File: config.mk
export PLATFORM = sky130hd
export DESIGN_NAME = d2q9_div
export DESIGN_NICKNAME = d
export VERILOG_FILES = /design/src/rtl/d2q9_bgk_collision_top_assert.svh /design/src/rtl/d2q9_pkg.sv /design/src/rtl/d2q9_div.sv
export SDC_FILE = /design/constraint.sdc
export NUM_CORES = 2
export LEC_CHECK = 0
export ABC_AREA = 1
export ABC_CLOCK_PERIOD_IN_PS = 4100
export BUFFER_PORTS_ARGS = -buffer_cell sky130_fd_sc_hd__buf_2
export CAP_MARGIN = 10
export CORE_ASPECT_RATIO = 1.25
export CORE_MARGIN = 1.5
export CORE_UTILIZATION = 35
export DETAILED_ROUTE_END_ITERATION = 12
export PLACE_DENSITY_LB_ADDON = 0.2
export SETUP_SLACK_MARGIN = 0.5
export SLEW_MARGIN = 20
export SYNTH_ARGS = -nofsm -noshare
export SYNTH_HDL_FRONTEND = slang
export SYNTH_SLANG_ARGS = --single-unit
File: constraint.sdc
create_clock -name clk -period 4.1 [get_ports clk]
set_clock_uncertainty 0.15 [all_clocks]
set_input_delay 0.205 -clock clk [delete_from_list [all_inputs] [get_ports clk]]
set_output_delay 0.205 -clock clk [all_outputs]
set_load 0.03 [all_outputs]
File: src/rtl/d2q9_bgk_collision_top_assert.svh
// ----------------------------------------------------------------------------
// D2Q9 collision assertion macros
// Shared concurrent assertion forms for the D2Q9 BGK collision block.
// ----------------------------------------------------------------------------
`ifndef D2Q9_BGK_COLLISION_TOP_ASSERT_SVH
`define D2Q9_BGK_COLLISION_TOP_ASSERT_SVH
`ifndef ASSERT_OFF
`define D2Q9_ASSERT_IMPLY(lbl, clk, rst_n, ante, cons) \
	lbl: assert property (@(posedge clk) disable iff (!rst_n) (ante) |-> (cons)) \
		else $error("d2q9 collision assertion failed");
`define D2Q9_ASSERT_NEXT(lbl, clk, rst_n, ante, cons) \
	lbl: assert property (@(posedge clk) disable iff (!rst_n) (ante) |=> (cons)) \
		else $error("d2q9 collision assertion failed");
`else
`define D2Q9_ASSERT_IMPLY(lbl, clk, rst_n, ante, cons)
`define D2Q9_ASSERT_NEXT(lbl, clk, rst_n, ante, cons)
`endif
`endif

File: src/rtl/d2q9_pkg.sv
// ----------------------------------------------------------------------------
// D2Q9 collision package
// Widths, types, lattice constants and helper functions of the collision block.
// ----------------------------------------------------------------------------
package d2q9_pkg;

	localparam int FW      = 20;
	localparam int NDIR    = 9;
	localparam int PW      = FW + 1;
	localparam int RSW     = 24;
	localparam int JW      = 23;
	localparam int NW      = 38;
	localparam int CW      = NW + 2;
	localparam int DIV_QB  = 21;
	localparam int CUW     = 22;
	localparam int CSQW    = 42;
	localparam int USQW    = 41;
	localparam int P2W     = 46;
	localparam int PLW     = 29;
	localparam int PRW     = 48;
	localparam int WDW     = 53;
	localparam int D9_STG  = 4;
	localparam int Q9W     = 33;
	localparam int Q9PW    = 63;
	localparam int FEQW    = 32;
	localparam int DFW     = 33;
	localparam int MW      = 51;
	localparam int RLW     = 36;
	localparam int SATW    = 36;
	localparam int OMW     = 17;

	localparam int MOM_LAT  = 2;
	localparam int DIV_LAT  = DIV_QB + 2;
	localparam int LANE_LAT = 14;
	localparam int TOTAL    = 1 + MOM_LAT + DIV_LAT + LANE_LAT;

	typedef logic signed [FW-1:0]   fix_t;
	typedef fix_t                   pops_t [NDIR];
	typedef logic signed [PW-1:0]   pair_t;
	typedef logic signed [RSW-1:0]  rsum_t;
	typedef logic signed [JW-1:0]   mom_t;
	typedef logic [NW-1:0]          num_t;
	typedef logic [CW-1:0]          cmp_t;
	typedef logic signed [CUW-1:0]  cu_t;
	typedef logic signed [CSQW-1:0] cusq_t;
	typedef logic signed [USQW-1:0] usq_t;
	typedef logic signed [P2W-1:0]  poly2_t;
	typedef logic signed [PLW-1:0]  poly_t;
	typedef logic signed [PRW-1:0]  prod_t;
	typedef logic signed [WDW-1:0]  wide_t;
	typedef logic signed [FEQW-1:0] feq_t;
	typedef logic signed [DFW-1:0]  diff_t;
	typedef logic signed [MW-1:0]   mprod_t;
	typedef logic signed [RLW-1:0]  relax_t;
	typedef logic signed [SATW-1:0] satw_t;
	typedef logic signed [1:0]      dir_t;

	typedef struct packed {
		num_t              rem;
		logic [DIV_QB-1:0] q;
		fix_t              rho;
		logic              neg;
		logic              pos;
		logic              ovf;
	} dv_t;

	localparam logic [OMW-1:0] OMEGA_RST = 17'd65536;

	localparam dir_t DIR_ZERO = 2'sd0;
	localparam dir_t DIR_POS  = 2'sd1;
	localparam dir_t DIR_NEG  = -2'sd1;

	localparam dir_t DIR_X [NDIR] = '{DIR_ZERO, DIR_POS, DIR_ZERO, DIR_NEG, DIR_ZERO,
		DIR_POS, DIR_NEG, DIR_NEG, DIR_POS};
	localparam dir_t DIR_Y [NDIR] = '{DIR_ZERO, DIR_ZERO, DIR_POS, DIR_ZERO, DIR_NEG,
		DIR_POS, DIR_POS, DIR_NEG, DIR_NEG};
	localparam logic [2:0] W_SHIFT [NDIR] = '{3'd4, 3'd2, 3'd2, 3'd2, 3'd2,
		3'd0, 3'd0, 3'd0, 3'd0};

	localparam poly2_t P2_ONE     = 46'sd8589934592;
	localparam poly2_t P2_HALF    = 46'sd65536;
	localparam wide_t  FEQ_BIAS   = 53'sd1179648;
	localparam int     FEQ_SHIFT  = 18;
	// Reciprocal of nine, exact for every dividend below 2^33.
	localparam logic [29:0] Q9_MAGIC = 30'd954437177;
	localparam int     Q9_SHIFT   = 33;
	localparam mprod_t M_HALF     = 51'sd32768;
	localparam satw_t  SAT_HI     = 36'sd524287;
	localparam satw_t  SAT_LO     = -36'sd524288;

	function automatic fix_t sat_fix(input satw_t v);
		fix_t r;
		if (v > SAT_HI) begin
			r = fix_t'(SAT_HI);
		end else if (v < SAT_LO) begin
			r = fix_t'(SAT_LO);
		end else begin
			r = fix_t'(v);
		end
		return r;
	endfunction

	function automatic cu_t dir_term(input fix_t u, input dir_t d);
		cu_t r;
		case (d)
			DIR_POS: r = cu_t'(u);
			DIR_NEG: r = -cu_t'(u);
			default: r = '0;
		endcase
		return r;
	endfunction

endpackage

File: src/rtl/d2q9_div.sv
// ----------------------------------------------------------------------------
// D2Q9 velocity divider
// Pipelined restoring divider, one quotient bit per stage, with rounding
// and saturation of momentum over density.
// ----------------------------------------------------------------------------
module d2q9_div (
	input  logic           clk,
	input  d2q9_pkg::mom_t j,
	input  d2q9_pkg::fix_t rho,
	output d2q9_pkg::fix_t u
);

	d2q9_pkg::dv_t  st_q [0:d2q9_pkg::DIV_QB];
	d2q9_pkg::dv_t  st_d [1:d2q9_pkg::DIV_QB];
	d2q9_pkg::mom_t absj;
	d2q9_pkg::dv_t  fin;
	d2q9_pkg::satw_t sq;
	d2q9_pkg::fix_t u_q;
	d2q9_pkg::cmp_t  cmpv;

	assign absj = (j < 0) ? -j : j;

	always_comb begin
		for (int k = 0; k < d2q9_pkg::DIV_QB; k++) begin
			st_d[k+1] = st_q[k];
			cmpv = d2q9_pkg::cmp_t'(st_q[k].rho) << (d2q9_pkg::DIV_QB - 1 - k);
			if ({2'b00, st_q[k].rem} >= cmpv) begin
				st_d[k+1].rem = st_q[k].rem - cmpv[d2q9_pkg::NW-1:0];
				st_d[k+1].q[d2q9_pkg::DIV_QB-1-k] = 1'b1;
			end
			if (k == 0) begin
				st_d[k+1].ovf = ((st_q[k].rem >> d2q9_pkg::DIV_QB)
					>= d2q9_pkg::num_t'(st_q[k].rho));
			end
		end
	end

	always_ff @(posedge clk) begin
		st_q[0].rem <= (d2q9_pkg::num_t'(absj) << 16)
			+ d2q9_pkg::num_t'(rho[d2q9_pkg::FW-1:1]);
		st_q[0].q   <= '0;
		st_q[0].rho <= rho;
		st_q[0].neg <= (j < 0);
		st_q[0].pos <= (rho > 0);
		st_q[0].ovf <= 1'b0;
		for (int k = 1; k <= d2q9_pkg::DIV_QB; k++) begin
			st_q[k] <= st_d[k];
		end
	end

	always_comb begin
		fin = st_q[d2q9_pkg::DIV_QB];
		sq  = fin.neg ? -d2q9_pkg::satw_t'(fin.q) : d2q9_pkg::satw_t'(fin.q);
	end

	always_ff @(posedge clk) begin
		if (!fin.pos) begin
			u_q <= '0;
		end else if (fin.ovf) begin
			u_q <= fin.neg ? d2q9_pkg::fix_t'(d2q9_pkg::SAT_LO)
				: d2q9_pkg::fix_t'(d2q9_pkg::SAT_HI);
		end else begin
			u_q <= d2q9_pkg::sat_fix(sq);
		end
	end

	assign u = u_q;

endmodule

Word-level counts from Yosys, hierarchy flattened
Memory sizes are Yosys's and may differ from the RTL's.
Cells that the tools add are included.
{"block": "totals", "in_bits": 44, "latch_bits": 0, "mem_count": 1, "reg_bits": 20, "ram_bits": 1804, "out_inout_bits": 20, "mem_bits_ro": 0}
{"memory": "st_q", "depth": 22, "width": 82, "read_ports": 22, "rd_clocked_by_memory_dff": 0, "write_ports": 22, "line": "d2q9_div.sv:13", "rtl": "d2q9_pkg::dv_t st_q [0:d2q9_pkg::DIV_QB];"}
{"block": "op_classes", "mux": 47, "div_mod_pow": 0, "eq_ne": 0, "n_shift": 0, "bitwise": 0, "reduce_logical": 0, "multipliers": 0, "magnitude_cmp": 26, "add_sub_neg": 24}
{"operator": ">= comparator 38 x 40 -> 1 bit", "count": 21}
{"operator": "subtractor 38 bit", "count": 21}
{"operator": "two-way mux 38 bit", "count": 20}
{"operator": "two-way mux 20 bit", "count": 4}
{"operator": "two-way mux 39 bit", "count": 1}
{"operator": "adder 38 bit", "count": 1}
{"operator": ">= comparator 17 x 38 -> 1 bit", "count": 1}
{"operator": "greater-than comparator 36 x 20 -> 1 bit, second input constant", "count": 1}
{"operator": "less-than comparator 36 x 20 -> 1 bit, second input constant", "count": 1}
{"operator": "two-way mux 36 bit", "count": 1}
{"operator": "negator 21 -> 36 bit", "count": 1}
{"operator": "less-than comparator 23 x 1 -> 1 bit, second input constant", "count": 1}
{"operator": "two-way mux 22 bit", "count": 1}
{"operator": "negator 22 bit", "count": 1}
{"operator": "greater-than comparator 20 x 1 -> 1 bit, second input constant", "count": 1}
{"operator": "two-way mux 1 bit", "count": 20}

Longest topological paths before layout
An unclocked memory read counts as a cell.
{"block": "logic_depth", "word_depth": 7, "depth_mapped": 21, "ltp_nobuf": 21}

Least setup slack after synthesis
No wires, ideal clock.
{"block": "synth_path", "path_kind": "input port to flip-flop", "start": "input j[1]", "end": "memory st_q[0][79] in the netlist's numbering", "setup_time_ps": 120, "path_slack_ps": 1193, "t_arrival_ps": 2638, "path_stages": 19, "path_buffers": 0, "cell_sequence": "inv_1 > ha_1 > inv_1 > nor3_1 > nand3_1 > nor3_1 > nand2_1 > nor3_1 > nand2_1 > o21ai_2 > xnor2_1 > ha_1 > a21oi_1 > o21ai_0 > a21oi_1 > nand3_1 > nand3_1 > nand3_1 > xor2_1"}
{"item": "start: declaration", "line": "d2q9_div.sv:8", "rtl": "input d2q9_pkg::mom_t j,"}
{"item": "end: declaration", "line": "d2q9_div.sv:13"}

==> run summary <==
Clock power frac - 19.4%
Logic pwr share - 51.1%
I/O pin cnt - 64
yosys warns - 0
syn avg cell area - 7.42 um^2
unrepaired setup endpoints after global routing - false
Post-DP Area - 75000 um^2
largest cells by area after synthesis - dfxtp_1 37%, ha_1 11%, nand2_1 10%
DRT antenna net count - 0
final hold vios - 0
syn nets - 10300
per-cell routed wire length - 18.5 um
worst-path fanout max - 5
total track usage - 22.2%
I/O Buffers - 63
FMAX - 0.297 GHz
Max stage delay on crit path - 0.84 ns
routed vias - 63500
Post-Route WL - 236000 um
Async SR Flop Fraction - 0%
Worst EP arrival - 3.89 ns
Worst-Margin Slew - 1.04 ns
TritonCTS buffer count - 140
layout cells sized above 1 - 5.15%
first-pass GRT wire length - 360000 um
post-route cell area - 80800 um^2
via density per instance - 5.00
clock tree root driver cell - clkbuf_16
Internal - 37.8 mW
die area - 207000 um^2
P_leak - 38.5 nW
Gate Count Post-Synth - 9648
post-synth top area cell - dfxtp_1
final worst-path cycle share - 82.2%
Switching Share - 46.2%
register area share after synthesis - 36.9%
CTS Buffer Depth - 3
cells along the critical path - inv_1 -> ha_1 -> a21oi_1 -> o21ai_0 -> nor2_1 -> o21ai_0 -> a21oi_1 -> xnor2_1 -> nand2_1 -> nand2_1
Worst setup SP type - flop
Reg clk slew, reported paths - 0.07 ns
H-tree depth - 4
CP max stage cell - o21ai_0
register bit total from synthesis - 1318
# Max-Cap Violations - 0
Rows - 185
global routing usage on met3 - 2.54%
Die Y - 509 um
crit-path leading delay family - compound AO/OA/AOI/OAI gates
Die W - 407 um
Area Growth Syn to Fin - 12.9%
CTS Sinks - 1318
met2 usage - 41.7%
CORE AREA - 203000 um^2
worst endpoint required time - 4.62 ns
remaining global-route overflow - 0
# nets final - 10600
Slew HR - 30.1%
final routed DRC violation total - 0
Detail Placement HPWL - 197000 um
Hold Crit Class - in2reg
vias in the first global route - 63100
worst skew pair latency - 0.83 ns
Crit Path Class - reg2reg
final setup vio count - 0
crit path time final - 3.37 ns
run status - finished, final reports clean
final count of pins violating max slew - 0
Detailed Routing Iterations Pass 1 - 8
Worst Path Buf+Inv - 1
top_reg_cell synth - dfxtp_1
1st-iter DRT viols - 3709
Post-synth EDFFs - 0
post-route setup TNS - 0 ns
GR Util met1 - 24.7%
GP Congestion - 0.984
CP Capture Type - flop
CTS tree - built
Initial Util - 35.2%
largest net degree at the start of global routing - 64
NetSw - 32.5 mW
share of the synthesized area in the top cell type - 36.9%
power per cell area - 870 nW/um^2
initial antenna violation count - 5
GR peak layer - met2
Reg power frac - 29.6%
synth unique cells - 69
Cell Area, Synth - 71600 um^2
peak supply drop - 527 uV
cell type report:
cell class | count | area (um^2)
Timing Repair Buffer | 198 | 1590
Sequential cell | 1318 | 26400
Clock buffer | 176 | 3800
Inverter | 1396 | 5250
Tap cell | 2711 | 3390
Clock inverter | 75 | 1240
Fill cell | 21400 | 122000
Multi-Input combinational cell | 6821 | 39200
Antenna cell | 10 | 25.0
layout by cell type (no fill, tap or decap), types with 58 or more instances in the layout:
cell type	n
xnor2_1	201
a21oi_1	858
nor3_1	128
o21ai_1	167
xor2_1	253
inv_1	1375
a21o_1	80
nor4_1	58
nand3_1	397
dlygate4sd3_1	71
o21ai_0	518
nand2_1	1948
buf_2	63
nand4_1	233
o21bai_1	85
dfxtp_1	1315
ha_1	628
clkbuf_16	140
nor2_1	915
kinds of logic (layout without fill, tap and decap cells):
group                    count (synthesis)  in the layout  synth area share (%)
AO/OA/AOI/OAI                         1892           1892                  14.6
XOR/XNOR                               454            454                  5.55
adder cells (fa/ha/maj)                649            649                  11.6
buffers and inverters                 1510           1845                  8.47
flip-flops                            1318           1318                  36.9
other                                    0             10                     0
AND/OR/NAND/NOR                       3825           3826                  23.0
flip-flops by register name, summed over array words and instances (netlist names):
register and count:
st_q 1298, u 20
stage by stage:
step	utilization, %	hold WS [ns]	instances	power, mW	setup slack [ns]
after floorplan	-	0.0827	9648	45.6	1.19
after global placement	36.9	0.160	12400	56.6	0.180
after detailed placement	36.9	0.162	12400	56.6	0.328
after CTS	39.7	0.0452	12700	70.7	0.525
after global routing	39.8	0.0971	12700	76.0	0.508
final	39.8	0.127	12700	70.3	0.731
cell usage after synthesis, types with 80 or more instances:
master	count
o21bai_1	85
a21o_1	80
nor2_1	915
ha_1	628
xnor2_1	201
o21ai_0	521
inv_1	1378
a21oi_1	858
nand3_1	397
o21ai_1	164
nand2_1	1948
xor2_1	253
dfxtp_1	1318
nor3_1	129
nand4_1	233
power groups by stage:
stage	registers, mW	clock network, mW	logic (mW)
final	20.8	13.6	35.9
after CTS	20.9	14.0	35.7
after detailed placement	21.2	0	35.4
after global routing	21.1	14.5	40.4
after floorplan	18.9	0	26.6
after global placement	21.2	0	35.4
layer usage:
layer / vias up / wire length (um)
met1: 29400 / 94900
met5: - / 7
met4: 2 / 11900
met3: 472 / 8240
met2: 1395 / 120000
li1: 32200 / -
worst paths after layout:
kind / start / endpoint / slack (ns) / cells past startpoint
max: st_q[1][537]$_DFF_P_ / st_q[1][641]$_DFF_P_ / 0.73 / 10
min: j[22] / st_q[0][2]$_DFF_P_ / 0.13 / 2
min reg2reg: st_q[1][615]$_DFF_P_ / st_q[2][41]$_DFF_P_ / 0.15 / 0
max reg2reg: st_q[1][537]$_DFF_P_ / st_q[1][641]$_DFF_P_ / 0.73 / 10
what timing repair did:
item / 4_1_cts / 5_1_grt
endpoints found under the hold margin: 44 / 0
setup endpoints to repair: 15 / 53
buffers inserted: 5 / 0
resized for setup: 4 / 11
hold buffers: 71 / 0
cloned: 0 / 1
pin swaps: 0 / 2
No activity file was read; power rests on OpenSTA's default activity.
