### src/rtl/d2q9_bgk_collision_top_assert.svh
// ----------------------------------------------------------------------------
// D2Q9 collision assertion macros
// Shared concurrent assertion forms for the D2Q9 BGK collision block.
// ----------------------------------------------------------------------------
`ifndef D2Q9_BGK_COLLISION_TOP_ASSERT_SVH
`define D2Q9_BGK_COLLISION_TOP_ASSERT_SVH
`ifndef ASSERT_OFF
`define D2Q9_ASSERT_IMPLY(lbl, clk, rst_n, ante, cons) \
	lbl: assert property (@(posedge clk) disable iff (!rst_n) (ante) |-> (cons)) \
		else $error("d2q9 collision assertion failed");
`define D2Q9_ASSERT_NEXT(lbl, clk, rst_n, ante, cons) \
	lbl: assert property (@(posedge clk) disable iff (!rst_n) (ante) |=> (cons)) \
		else $error("d2q9 collision assertion failed");
`else
`define D2Q9_ASSERT_IMPLY(lbl, clk, rst_n, ante, cons)
`define D2Q9_ASSERT_NEXT(lbl, clk, rst_n, ante, cons)
`endif
`endif

### src/rtl/d2q9_pkg.sv
// ----------------------------------------------------------------------------
// D2Q9 collision package
// Widths, types, lattice constants and helper functions of the collision block.
// ----------------------------------------------------------------------------
package d2q9_pkg;

	localparam int FW      = 20;
	localparam int NDIR    = 9;
	localparam int PW      = FW + 1;
	localparam int RSW     = 24;
	localparam int JW      = 23;
	localparam int NW      = 38;
	localparam int CW      = NW + 2;
	localparam int DIV_QB  = 21;
	localparam int CUW     = 22;
	localparam int CSQW    = 42;
	localparam int USQW    = 41;
	localparam int P2W     = 46;
	localparam int PLW     = 29;
	localparam int PRW     = 48;
	localparam int WDW     = 53;
	localparam int D9_STG  = 4;
	localparam int Q9W     = 33;
	localparam int Q9PW    = 63;
	localparam int FEQW    = 32;
	localparam int DFW     = 33;
	localparam int MW      = 51;
	localparam int RLW     = 36;
	localparam int SATW    = 36;
	localparam int OMW     = 17;

	localparam int MOM_LAT  = 2;
	localparam int DIV_LAT  = DIV_QB + 2;
	localparam int LANE_LAT = 14;
	localparam int TOTAL    = 1 + MOM_LAT + DIV_LAT + LANE_LAT;

	typedef logic signed [FW-1:0]   fix_t;
	typedef fix_t                   pops_t [NDIR];
	typedef logic signed [PW-1:0]   pair_t;
	typedef logic signed [RSW-1:0]  rsum_t;
	typedef logic signed [JW-1:0]   mom_t;
	typedef logic [NW-1:0]          num_t;
	typedef logic [CW-1:0]          cmp_t;
	typedef logic signed [CUW-1:0]  cu_t;
	typedef logic signed [CSQW-1:0] cusq_t;
	typedef logic signed [USQW-1:0] usq_t;
	typedef logic signed [P2W-1:0]  poly2_t;
	typedef logic signed [PLW-1:0]  poly_t;
	typedef logic signed [PRW-1:0]  prod_t;
	typedef logic signed [WDW-1:0]  wide_t;
	typedef logic signed [FEQW-1:0] feq_t;
	typedef logic signed [DFW-1:0]  diff_t;
	typedef logic signed [MW-1:0]   mprod_t;
	typedef logic signed [RLW-1:0]  relax_t;
	typedef logic signed [SATW-1:0] satw_t;
	typedef logic signed [1:0]      dir_t;

	typedef struct packed {
		num_t              rem;
		logic [DIV_QB-1:0] q;
		fix_t              rho;
		logic              neg;
		logic              pos;
		logic              ovf;
	} dv_t;

	localparam logic [OMW-1:0] OMEGA_RST = 17'd65536;

	localparam dir_t DIR_ZERO = 2'sd0;
	localparam dir_t DIR_POS  = 2'sd1;
	localparam dir_t DIR_NEG  = -2'sd1;

	localparam dir_t DIR_X [NDIR] = '{DIR_ZERO, DIR_POS, DIR_ZERO, DIR_NEG, DIR_ZERO,
		DIR_POS, DIR_NEG, DIR_NEG, DIR_POS};
	localparam dir_t DIR_Y [NDIR] = '{DIR_ZERO, DIR_ZERO, DIR_POS, DIR_ZERO, DIR_NEG,
		DIR_POS, DIR_POS, DIR_NEG, DIR_NEG};
	localparam logic [2:0] W_SHIFT [NDIR] = '{3'd4, 3'd2, 3'd2, 3'd2, 3'd2,
		3'd0, 3'd0, 3'd0, 3'd0};

	localparam poly2_t P2_ONE     = 46'sd8589934592;
	localparam poly2_t P2_HALF    = 46'sd65536;
	localparam wide_t  FEQ_BIAS   = 53'sd1179648;
	localparam int     FEQ_SHIFT  = 18;
	// Reciprocal of nine, exact for every dividend below 2^33.
	localparam logic [29:0] Q9_MAGIC = 30'd954437177;
	localparam int     Q9_SHIFT   = 33;
	localparam mprod_t M_HALF     = 51'sd32768;
	localparam satw_t  SAT_HI     = 36'sd524287;
	localparam satw_t  SAT_LO     = -36'sd524288;

	function automatic fix_t sat_fix(input satw_t v);
		fix_t r;
		if (v > SAT_HI) begin
			r = fix_t'(SAT_HI);
		end else if (v < SAT_LO) begin
			r = fix_t'(SAT_LO);
		end else begin
			r = fix_t'(v);
		end
		return r;
	endfunction

	function automatic cu_t dir_term(input fix_t u, input dir_t d);
		cu_t r;
		case (d)
			DIR_POS: r = cu_t'(u);
			DIR_NEG: r = -cu_t'(u);
			default: r = '0;
		endcase
		return r;
	endfunction

endpackage

### src/rtl/d2q9_moments.sv
// ----------------------------------------------------------------------------
// D2Q9 moments
// Two-stage adder tree forming density and momentum of one node.
// ----------------------------------------------------------------------------
module d2q9_moments (
	input  logic             clk,
	input  d2q9_pkg::pops_t  f,
	output d2q9_pkg::fix_t   rho,
	output d2q9_pkg::mom_t   jx,
	output d2q9_pkg::mom_t   jy
);

	d2q9_pkg::fix_t  rest_s1;
	d2q9_pkg::pair_t ew_sum_s1, ew_dif_s1, ns_sum_s1, ns_dif_s1;
	d2q9_pkg::pair_t a_sum_s1, a_dif_s1, b_sum_s1, b_dif_s1;
	d2q9_pkg::rsum_t rs;
	d2q9_pkg::fix_t  rho_s2;
	d2q9_pkg::mom_t  jx_s2, jy_s2;

	always_ff @(posedge clk) begin
		rest_s1   <= f[0];
		ew_sum_s1 <= d2q9_pkg::pair_t'(f[1]) + d2q9_pkg::pair_t'(f[3]);
		ew_dif_s1 <= d2q9_pkg::pair_t'(f[1]) - d2q9_pkg::pair_t'(f[3]);
		ns_sum_s1 <= d2q9_pkg::pair_t'(f[2]) + d2q9_pkg::pair_t'(f[4]);
		ns_dif_s1 <= d2q9_pkg::pair_t'(f[2]) - d2q9_pkg::pair_t'(f[4]);
		a_sum_s1  <= d2q9_pkg::pair_t'(f[5]) + d2q9_pkg::pair_t'(f[7]);
		a_dif_s1  <= d2q9_pkg::pair_t'(f[5]) - d2q9_pkg::pair_t'(f[7]);
		b_sum_s1  <= d2q9_pkg::pair_t'(f[6]) + d2q9_pkg::pair_t'(f[8]);
		b_dif_s1  <= d2q9_pkg::pair_t'(f[6]) - d2q9_pkg::pair_t'(f[8]);
	end

	always_comb begin
		rs = d2q9_pkg::rsum_t'(rest_s1) + d2q9_pkg::rsum_t'(ew_sum_s1)
			+ d2q9_pkg::rsum_t'(ns_sum_s1) + d2q9_pkg::rsum_t'(a_sum_s1)
			+ d2q9_pkg::rsum_t'(b_sum_s1);
	end

	always_ff @(posedge clk) begin
		rho_s2 <= d2q9_pkg::sat_fix(d2q9_pkg::satw_t'(rs));
		jx_s2  <= d2q9_pkg::mom_t'(ew_dif_s1) + d2q9_pkg::mom_t'(a_dif_s1)
			- d2q9_pkg::mom_t'(b_dif_s1);
		jy_s2  <= d2q9_pkg::mom_t'(ns_dif_s1) + d2q9_pkg::mom_t'(a_dif_s1)
			+ d2q9_pkg::mom_t'(b_dif_s1);
	end

	assign rho = rho_s2;
	assign jx  = jx_s2;
	assign jy  = jy_s2;

endmodule

### config.mk
export PLATFORM = sky130hd
export DESIGN_NAME = d2q9_moments
export DESIGN_NICKNAME = d
export VERILOG_FILES = /design/src/rtl/d2q9_bgk_collision_top_assert.svh /design/src/rtl/d2q9_pkg.sv /design/src/rtl/d2q9_moments.sv
export SDC_FILE = /design/constraint.sdc
export NUM_CORES = 1
export LEC_CHECK = 0
export ABC_AREA = 1
export BUFFER_PORTS_ARGS = -buffer_cell sky130_fd_sc_hd__buf_2
export CORE_ASPECT_RATIO = 0.5
export CORE_MARGIN = 3
export CORE_UTILIZATION = 45
export DETAILED_ROUTE_END_ITERATION = 12
export SLEW_MARGIN = 25
export SYNTH_ARGS = -nofsm -noshare
export SYNTH_HDL_FRONTEND = slang
export SYNTH_SLANG_ARGS = --single-unit
export TNS_END_PERCENT = 30
### constraint.sdc
create_clock -name clk -period 4.8 [get_ports clk]
set_clock_uncertainty 0.15 [all_clocks]
set_input_delay 0.48 -clock clk [delete_from_list [all_inputs] [get_ports clk]]
set_output_delay 0.48 -clock clk [all_outputs]
set_load 0.05 [all_outputs]
After elaboration in Yosys (flattened, before gate mapping) --
Index checks and enable logic that the tools add are counted.
Storage, ports and cells: output and inout port bits 66, logic and storage cells 31, bits in registers 254, input bits 181
Operators by class: add/sub/neg operators 16, muxes and demuxes 1, $lt $le $gt $ge 2
Operators with widths (number):
- adder 20 x 20 -> 21 bit | 4
- subtractor 20 x 20 -> 21 bit | 4
- adder 22 x 21 -> 23 bit | 2
- adder 21 x 21 -> 22 bit | 2
- adder 23 x 21 -> 24 bit | 1
- adder 24 x 21 -> 24 bit | 1
- > comparator 24 x 20 -> 1 bit (second input constant) | 1
- < comparator 24 x 20 -> 1 bit (second input constant) | 1
- subtractor 22 x 21 -> 23 bit | 1
- adder 20 x 21 -> 22 bit | 1
- 2-to-1 mux 20 bit | 1

Logic depth before layout (Yosys ltp) --
depth in word-level cells 6, mapped depth 24, gate-level depth less buffers 23

Worst setup path before layout --
Ideal clock, no wire load.
path type register to register, start register rest_s1[1], end register rho_s2[13], in the netlist rho[13], data arrival time 3.485 ns, clock period less this slack 3.748 ns, library setup time 0.112 ns, stages on the path, launching flop included 22, buffers on the path 1, required time 4.538 ns, setup slack 1.052 ns, cells stage by stage dfxtp_1 > inv_1 > fa_1 > fa_1 > fa_1 > inv_1 > ha_1 > inv_1 > fa_1 > inv_1 > nand3_1 > nand3_2 > nand2_1 > nand2_1 > nand2_1 > nand3_2 > nor2_1 > nor2_4 > inv_2 > nand2_4 > buf_12 > nand2_1
On the way: cells in the longest elaborated chain, start to end 6, elaborated cells on any way between the ends 7, classes of those cells 4 x add/sub; 2 x order compare; 1 x mux
Ends and longest elaborated chain:
- start, declared | line d2q9_moments.sv:13 | d2q9_pkg::fix_t rest_s1;
- start signal, assigned | line d2q9_moments.sv:21 | rest_s1 <= f[0];
- adder 20 x 21 -> 22 bit (*) | line d2q9_moments.sv:33 | rs = d2q9_pkg::rsum_t'(rest_s1) + d2q9_pkg::rsum_t'(ew_sum_s1)
- adder 22 x 21 -> 23 bit (*) | line d2q9_moments.sv:34 | + d2q9_pkg::rsum_t'(ns_sum_s1) + d2q9_pkg::rsum_t'(a_sum_s1)
- adder 23 x 21 -> 24 bit (*) | line d2q9_moments.sv:34
- adder 24 x 21 -> 24 bit (*) | line d2q9_moments.sv:35 | + d2q9_pkg::rsum_t'(b_sum_s1);
- < comparator 24 x 20 -> 1 bit | line d2q9_pkg.sv:95 | end else if (v < SAT_LO) begin
- 2-to-1 mux 20 bit | line d2q9_pkg.sv:95
- end signal, assigned | line d2q9_moments.sv:39 | rho_s2 <= d2q9_pkg::sat_fix(d2q9_pkg::satw_t'(rs));
- end, declared | line d2q9_moments.sv:17 | d2q9_pkg::fix_t rho_s2;
Every way passes the cells marked *; elsewhere a longest branch is shown, timed or not. A chain may end at the register's enable or synchronous reset.

==> metrics.txt <==
outcome=complete, no violations; largest net degree at the start of global routing=20; worst skew pair latency=around 0.6 ns; post-synthesis cell area=0.0209 mm^2; H-tree depth=1; asr flop ratio synth=0%; Worst-Margin Slew=0.810 ns; Synth area leaders=dfxtp_1 24%, ha_1 14%, inv_1 12%, fa_1 11%, nand2_1 8.3%; CTS max path bufs=3; kind of end point of the critical path=flip-flop; wire per inst=18.2 um; Synth top cells by count=679 x inv_1, 459 x nand2_1, 250 x dfxtp_1; Post-CTS Setup Bufs=0; Pwr Density=about 750 mW/mm^2; hold slack=between 0.04 and 0.05 ns; Clock Sinks=250; WP data arrival=4.45 ns; most numerous cell in the Yosys netlist=inv_1; Storage cell area=about 0.005 mm^2; Post-Syn Instances=roughly 2800; Post-Place Worst Slack=roughly 0.66 ns; Multi-input gate area=0.0131 mm^2; GRT Residual Overflow=0; Min-Delay Path Class=in -> reg; Total GRT Usage=between 20% and 30%; clock root cell=clkbuf_16; Initial DRC Count=about 1300; GPL Wtd Cong=0.953; vias in the first global route=between 15000 and 20000; synth unique cells=41; Final WS setup=between 0.6 and 0.7 ns; via count=around 18000; area grow syn2layout=13.3%; Worst setup SP type=flip-flop; drc violations=0; synthesis-stage register bit count=250; leakage power=~13 nW; core box area=between 0.04 and 0.05 mm^2; fin. max-slew vios=0; num ports=~250; CTS tree=yes; r2r setup slk=about 0.62 ns; layout cells sized above 1=10.2%; clk slew on worst S/H paths=approximately 0.07 ns; kind of critical path=reg -> reg; critical path required time=approximately 5.1 ns; sequential area share after synthesis=around a quarter; VDD IR max=between 500 and 600 uV; post-synth top area share=about a quarter; Synth Flop Type=dfxtp_1; DP HPWL=~59000 um; number of synthesized flops with an enable pin=0; area leader, netlist=dfxtp_1; initial antenna violation count=6; Die W=slightly above 300 um; post-layout util=approximately 52%; drt first pass iters=5; Ant. Diodes=0; Final Cycle Share=roughly 87%; Synthesized Nets=3367; DR vias/cell=a little under 5; Nets=between 3000 and 4000; Routed Antenna Nets=0; Final setup violation count=0; total CTS buffers=24; Die Span Y=approximately 160 um; Starting Density=45.9%; drt total wl=approximately 70000 um; setup_tns=0 ns; Max-slew headroom=roughly 46%; Hold Fails Final Rpt=0; Max Cap Viol=0; Synthesis Warnings=0; Avg Synthesized Cell Area=approximately 7.3 um^2; first-pass GRT wire length=slightly above 100000 um; hold_buf cts=20; Tmin final=around 4.2 ns; Post-CTS Resized=0; crit path max fanout=19; RSZ-0062 raised after global routing=no; # port buffers=approximately 250; Fill cells=roughly 4700; highest clock rate=239 MHz; DIE AREA=between 0.04 and 0.05 mm^2; standard-cell rows=55; total power=about 18 mW
layout make-up:
class	count	share of cell area, %
multi-input combinational	1863	55.3
sequential	250	21.2
inverter	684	10.9
timing repair buffer	267	6.08
tap	627	3.32
clock buffer	32	2.92
clock inverter	9	0.423
where the power goes:
part,internal (mW),switching [mW]
clock,1.07,0.876
combinational,4.20,8.44
sequential,2.83,0.342
total,8.11,9.66
sequential cells by signal, summed over array words and instances, names as in the netlist:
register,cells
jx,23
jy,23
a_sum_s1,21
b_dif_s1,21
ew_dif_s1,21
ns_dif_s1,21
a_dif_s1,20
b_sum_s1,20
ew_sum_s1,20
ns_sum_s1,20
rest_s1,20
rho,20
layout by cell type, fill, tap and decap left out, types with 2 or more instances in the layout:
| cell | netlist | layout |
|---|---|---|
| clkbuf_8 | 0 | 6 |
| inv_1 | 679 | 679 |
| nor2_2 | 9 | 9 |
| xor2_1 | 171 | 171 |
| clkbuf_16 | 0 | 24 |
| nand3b_1 | 8 | 8 |
| buf_2 | 32 | 246 |
| nand2_1 | 459 | 459 |
| nand3_1 | 96 | 96 |
| inv_2 | 4 | 4 |
| xnor2_1 | 26 | 26 |
| nor2_4 | 2 | 2 |
| clkinvlp_4 | 0 | 3 |
| nor4_1 | 8 | 8 |
| nor4_2 | 3 | 3 |
| fa_1 | 116 | 116 |
| nand2_2 | 6 | 6 |
| dfxtp_1 | 250 | 250 |
| o21ai_0 | 113 | 113 |
| nand4_1 | 14 | 14 |
| a21o_1 | 7 | 7 |
| o31ai_1 | 8 | 8 |
| nand3_2 | 2 | 2 |
| a31oi_1 | 10 | 10 |
| o21bai_1 | 34 | 34 |
| ha_1 | 228 | 228 |
| nor2_1 | 217 | 217 |
| o21ai_1 | 9 | 9 |
| a211oi_1 | 20 | 20 |
| inv_6 | 0 | 2 |
| dlygate4sd3_1 | 0 | 20 |
| nor3_1 | 48 | 48 |
| o2111ai_1 | 4 | 4 |
| clkbuf_1 | 11 | 2 |
| nand2_4 | 2 | 2 |
| o21a_1 | 23 | 23 |
| a21oi_1 | 214 | 214 |
layer usage:
layer	part of all wire (%)	routed length [um]	vias to the layer above	global-route usage [%]
met5	0.31	214	-	3.03
met4	1.5	1040	3	4.58
met3	7.4	5000	59	6.03
met2	43	29000	446	43.0
met1	48	32700	8543	38.6
li1	-	-	9231	-
worst max-delay path, cell delays in order (launching register included):
cell and delay, ns:
dfxtp_1 0.46, fa_1 0.42, inv_1 0.07, fa_1 0.43
fa_1 0.45, inv_1 0.06, ha_1 0.22, inv_1 0.10
fa_1 0.40, inv_1 0.12, nand3_1 0.09, nand3_2 0.12
nand2_1 0.06, nand2_1 0.15, nand2_1 0.09, nand3_2 0.08
nor2_1 0.06, nor2_4 0.16, inv_2 0.06, nand2_4 0.18
nand2_1 0.09
cell families after synthesis:
family | share of synthesized area [%]
compound gates | 12.0
buf+inv | 13.4
flops | 24.0
simple gates | 17.5
xor+xnor | 8.26
fa+ha+maj | 24.8
path summary, 6_finish.rpt:
path	start	endpoint	cells past startpoint
max	ns_dif_s1[0]	rho[5]	20
min	f[20]	a_sum_s1[0]	3
max reg2reg	ns_dif_s1[0]	rho[5]	20
min reg2reg	b_dif_s1[1]	jy[1]	2
through the flow:
step,cells,instance area [um^2]
after floorplan,2842,20900
after global placement,3671,22700
after detailed placement,3671,22700
after CTS,3732,23700
after global routing,3732,23700
final,3732,23700
Power figures use the tool's default switching activity.
